`src/rtl/bmm_pkg.sv`:
```
// Shared types, constants and helpers of the Barrett modular multiplier.
package bmm_pkg;

    localparam int unsigned OPERAND_W = 64;
    localparam int unsigned MODULUS_W = 62;
    localparam int unsigned SHIFT_W   = 6;
    localparam int unsigned RANGE_W   = 2;
    localparam int unsigned CFG_IDX_W = 2;

    localparam logic [CFG_IDX_W-1:0] CFG_MODULUS        = 2'd0;
    localparam logic [CFG_IDX_W-1:0] CFG_BARRETT_FACTOR = 2'd1;
    localparam logic [CFG_IDX_W-1:0] CFG_INPUT_RANGE    = 2'd2;

    localparam logic [RANGE_W-1:0] RANGE_BELOW_Q  = 2'd0;
    localparam logic [RANGE_W-1:0] RANGE_BELOW_2Q = 2'd1;

    localparam logic [MODULUS_W-1:0] MODULUS_RST = 62'd4;
    localparam logic [OPERAND_W-1:0] BARRETT_RST = 64'h8000_0000_0000_0000;
    localparam logic [RANGE_W-1:0]   RANGE_RST   = RANGE_BELOW_Q;
    localparam logic [SHIFT_W-1:0]   SHIFT_RST   = 6'd1;

    typedef struct packed {
        logic [MODULUS_W-1:0] modulus;
        logic [MODULUS_W:0]   modulus_x2;
        logic [RANGE_W-1:0]   range_code;
    } t_bmm_cfg;

    // Number of significant bits of v, zero for zero.
    function automatic logic [SHIFT_W-1:0] bit_width(input logic [MODULUS_W-1:0] v);
        logic [SHIFT_W-1:0] w;
        w = '0;
        for (int j = 0; j < MODULUS_W; j++) begin
            if (v[j] && ((v >> (j + 1)) == '0)) begin
                w = w | SHIFT_W'(j + 1);
            end
        end
        return w;
    endfunction

endpackage

```
`src/rtl/bmm_operand_reduce.sv`:
```
// Two-stage conditional subtraction of both operands into the modulus range.
module bmm_operand_reduce (
    input  logic                           i_clk,
    input  logic                           i_rst_n,
    input  bmm_pkg::t_bmm_cfg              i_cfg,
    input  logic                           i_valid,
    output logic                           o_ready,
    input  logic [bmm_pkg::OPERAND_W-1:0]  i_a,
    input  logic [bmm_pkg::OPERAND_W-1:0]  i_b,
    input  logic                           i_last,
    output logic                           o_valid,
    input  logic                           i_ready,
    output logic [bmm_pkg::OPERAND_W-1:0]  o_a,
    output logic [bmm_pkg::OPERAND_W-1:0]  o_b,
    output logic                           o_last
);

    logic                          r_v1, r_v2;
    logic [bmm_pkg::OPERAND_W-1:0] r_a1, r_b1, r_a2, r_b2;
    logic                          r_last1, r_last2;
    logic [bmm_pkg::OPERAND_W-1:0] n_a1, n_b1, n_a2, n_b2;
    logic [bmm_pkg::OPERAND_W-1:0] q_ext, q2_ext;
    logic                          bound4, bound2;
    logic                          en1, en2;

    assign q_ext  = {2'b00, i_cfg.modulus};
    assign q2_ext = {1'b0, i_cfg.modulus_x2};
    assign bound4 = (i_cfg.range_code != bmm_pkg::RANGE_BELOW_Q) &&
                    (i_cfg.range_code != bmm_pkg::RANGE_BELOW_2Q);
    assign bound2 = (i_cfg.range_code != bmm_pkg::RANGE_BELOW_Q);

    assign en2     = !r_v2 || i_ready;
    assign en1     = !r_v1 || en2;
    assign o_ready = en1;

    always_comb begin
        n_a1 = (bound4 && (i_a >= q2_ext)) ? i_a - q2_ext : i_a;
        n_b1 = (bound4 && (i_b >= q2_ext)) ? i_b - q2_ext : i_b;
        n_a2 = (bound2 && (r_a1 >= q_ext)) ? r_a1 - q_ext : r_a1;
        n_b2 = (bound2 && (r_b1 >= q_ext)) ? r_b1 - q_ext : r_b1;
    end

    always_ff @(posedge i_clk) begin
        if (!i_rst_n) begin
            r_v1 <= 1'b0;
            r_v2 <= 1'b0;
        end else begin
            if (en1) r_v1 <= i_valid;
            if (en2) r_v2 <= r_v1;
        end
    end

    always_ff @(posedge i_clk) begin
        if (en1) begin
            r_a1    <= n_a1;
            r_b1    <= n_b1;
            r_last1 <= i_last;
        end
        if (en2) begin
            r_a2    <= n_a2;
            r_b2    <= n_b2;
            r_last2 <= r_last1;
        end
    end

    assign o_valid = r_v2;
    assign o_a     = r_a2;
    assign o_b     = r_b2;
    assign o_last  = r_last2;

endmodule

```
`config.mk`:
```
export PLATFORM = sky130hd
export DESIGN_NAME = bmm_operand_reduce
export DESIGN_NICKNAME = d
export VERILOG_FILES = /design/src/rtl/bmm_pkg.sv /design/src/rtl/bmm_operand_reduce.sv
export SDC_FILE = /design/constraint.sdc
export NUM_CORES = 1
export LEC_CHECK = 0
export BUFFER_PORTS_ARGS = -buffer_cell sky130_fd_sc_hd__buf_2
export CORE_MARGIN = 2
export CORE_UTILIZATION = 36
export DETAILED_ROUTE_END_ITERATION = 12
export PLACE_DENSITY = 0.67
export SYNTH_ARGS = -nofsm -noshare
export SYNTH_HDL_FRONTEND = slang
export SYNTH_SLANG_ARGS = --single-unit
export TNS_END_PERCENT = 1
```
`constraint.sdc`:
```
create_clock -name i_clk -period 3.4 [get_ports i_clk]
set_input_delay 0 -clock i_clk [delete_from_list [all_inputs] [get_ports i_clk]]
set_output_delay 0 -clock i_clk [all_outputs]
set_load 0.01 [all_outputs]
```
==> flow_summary_export.csv <==
group,metric,value,unit
detailed_routing,firstDrtPassIters,6,
sta,fin_crit_sh,102,%
layout,multi_input_area,17500,um2
worst_setup_path,path_cells,"inv_1, ha_2, fa_2, nor2b_4, o31ai_4, a221oi_2, buf_4, a311o_1, a211o_4, o2111a_1, o211ai_1, a21boi_1, nand2b_1, a21oi_1, xor2_1",
synthesis,ys_seq_area_share,29.8,%
worst_setup_path,cp_slowest_cell,"edfxtp_1",
layout,final-seq-area,7790,um2
layout,nNetsFinal,4485,
synthesis,synth_edf_count,258,
synthesis,avgSynthCellArea,8.54,um2
synthesis,syn_inst,3059,
worst_setup_path,reg2reg_from,"r_a1[0]",
worst_setup_path,crit_arrival,3790,ps
detailed_routing,finalWirelength,103000,um
clocking,cts_buffers,28,
sta,drv_slew,0,
placed_design,hpwl,86200,um
synthesis,ys_ff_latch,260,
detailed_routing,viasPerCell,5.47,
layout,drive_gt1_share,28.4,%
outcome,run_status,"finished with violations",
pwr,total_power,17000,uW
global_routing,use_met2,39.9,%
global_routing,grt_overflow_total,0,
outcome,violations,"setup timing",
hold_path,holdCritPathClass,"input pin to flop",
synthesis,synth_top_area_cell,"edfxtp_1",
clocking,path_clk_slew,70,ps
worst_setup_path,path_class,"flop to flop",
pwr,leakage,0.0161,uW
sta,period_minus_slack,3470,ps
sta,fin_setup_tns,-690,ps
placed_design,io_buffers,390,
die,start_util,36.5,%
worst_setup_path,cp_num_buf_inv,2,
die,rows,98,
sta,finClkSkew,19.4,ps
synthesis,ys.flop_type,"edfxtp_1",
synthesis,yosys_warnings,0,
layout,n_fill_cell,6856,
global_routing,antenna_found_initial,10,
layout,syn2layout_area_growth,35.5,%
synthesis,synth_area_leaders,"edfxtp_1 30%, ha_1 12%, a21oi_1 7.1%, xnor2_1 4.5%, a21o_1 4.3%",
worst_setup_path,critPathMaxFanout,4,
global_routing,grt_max_degree,131,
global_routing,grt_util_all_layers,26.5,%
worst_setup_path,cp_top_family,"compound AO/OA/AOI/OAI gates",
global_routing,gr-usage-met3,2.75,%
synthesis,synth_area,26100,um2
sta,rsz0062_at_grt,"true",
synthesis,synth_nets,3573,
sta,tightest_slew,854,ps
synthesis,synth_top_area_share,29.7,%
sta,hold_viol,0,
clocking,h-tree-depth,1,
die,fp.dieW,273,um
synthesis,ys_types,83,
worst_setup_path,critical_path.max_stage_delay,390,ps
detailed_routing,num_vias,27100,
sta,worst_slack,-71.8,ps
hold_path,min_from,"i_a[33]",
die,coreArea,71600,um2
die,die-area,74700,um2
sta,timing.fmax,288,MHz
global_routing,grt_pass1_vias,25800,
pwr,power.density,481,nW/um2
sta,setup_viol,26,
flow_run,max_cap_viol_count,0,
global_routing,grt_pass1_wl,152000,um
layout,stdcell_count,4948,
pwr,peakVddDrop,0.402,mV
global_routing,top_usage_layer,"met2",
die,top_level_ports,391,
clocking,cts_buffer_depth,3,
worst_setup_path,crit_path_start_kind,"flop",
detailed_routing,antenna_left,0,
detailed_routing,first_iter_violations,2258,
placed_design,dp.cells,4759,
worst_setup_path,crit_path_start,"r_a1[0]",
placed_design,gp_congestion,1.01,
die,die_h,273,um
layout,final_cell_mix,"488 x buf_4, 390 x buf_2, 344 x a21oi_1",
worst_setup_path,required,3710,ps
sta,relSlewSlack,43.1,%
detailed_routing,drc,0,
clocking,cts_tree,"built",
clocking,cts_root_buf,"clkbuf_16",
detailed_routing,routedWlPerCell,20.9,um
worst_setup_path,cp-end-kind,"flop",
clocking,clock_latency,570,ps
global_routing,grt_use_met1,38.7,%
synthesis,synthArstFlopShare,0,%
layout,layout_commonest_cell,"buf_4",
clocking,cts_sinks,260,
==> synth_stat cells (11+ instances only) <==
master / count
nor2_1: 202
nand3_1: 64
mux2_2: 53
inv_1: 201
o21bai_1: 47
a211o_1: 11
buf_2: 32
o21ai_0: 202
a21oi_1: 368
nor2b_1: 34
o211ai_1: 18
ha_1: 250
o31ai_1: 12
nor4_1: 11
nand2b_1: 34
nand4_1: 76
and3_1: 17
xor2_1: 104
o21ai_1: 17
xnor2_1: 135
clkbuf_1: 107
nand2_1: 260
mux2_1: 68
or3_1: 12
a31oi_1: 26
o21a_1: 45
a211oi_1: 20
nor3_1: 51
a21o_1: 149
edfxtp_1: 258
and2_1: 13
==> tightest hold or removal path, delay by kind of cell <==
kind | cells | cell delay [ps]
buf+inv | 3 | 370
mux | 1 | 100
==> metrics by stage <==
step | instance area (um2) | util [%] | setup slack (ps) | hold WS, ps
floorplan | 26100 | - | -85.6 | 98.9
global placement | 32700 | 45.6 | -240 | 177
detailed placement | 32700 | 45.6 | -313 | 179
CTS | 35000 | 48.8 | -107 | 16.9
global route | 35400 | 49.4 | -201 | 49.4
finish | 35400 | 49.4 | -71.8 | 70.6
==> state kept, by name, summed over array words and instances (netlist names) <==
register / cells
r_b1: 64
r_v1: 1
o_last: 1
o_valid: 1
r_a1: 64
r_last1: 1
o_b: 64
o_a: 64
==> path summary, 6_finish.rpt <==
check        slack, ps  depth (start not counted)       end
max                -70                         15   o_a[62]
min                 70                          4  r_a1[33]
max reg2reg        -70                         15   o_a[62]
min reg2reg        430                          0    o_last
==> layer usage <==
layer / part of all wire (%) / wire length [um]
met5: 0.0087 / 9
met4: 4.7 / 4810
met3: 7.3 / 7560
met2: 42 / 43600
met1: 46 / 47400
==> cells by family after synthesis <==
logic type	count (synthesis)	synth area share (%)
xor gates and xnor gates	239	8.01
muxes	127	5.45
AOI/OAI and AO/OA	1027	24.8
DFF	260	29.8
adders and majority gates	254	12.3
buffers and inverters	348	5.21
and+or+nand+nor	804	14.4
==> power breakdown <==
part | total (uW) | internal [uW] | switching [uW] | leakage [uW]
registers | 5270 | 4650 | 620 | 0.00273
logic | 8800 | 4030 | 4770 | 0.0130
clock network | 2940 | 1640 | 1300 | 0.000416
==> cell type report <==
class / instances / area share [%]
antenna: 7 / 0.0495
multi-input combinational: 2451 / 49.5
inverter: 201 / 2.14
sequential: 260 / 22.0
tap: 950 / 3.36
clock buffer: 36 / 2.12
clock inverter: 14 / 0.304
timing repair buffer: 1029 / 20.5
==> what timing repair did <==
action / 4_1_cts / 5_1_grt
endpoints found under the hold margin: 129 / 0
hold buffers: 130 / 0
pin swaps: 7 / 19
resized for setup: 39 / 107
setup endpoints to repair: 107 / 244
buffers inserted: 0 / 2
No activity file was read; power rests on OpenSTA's default activity.
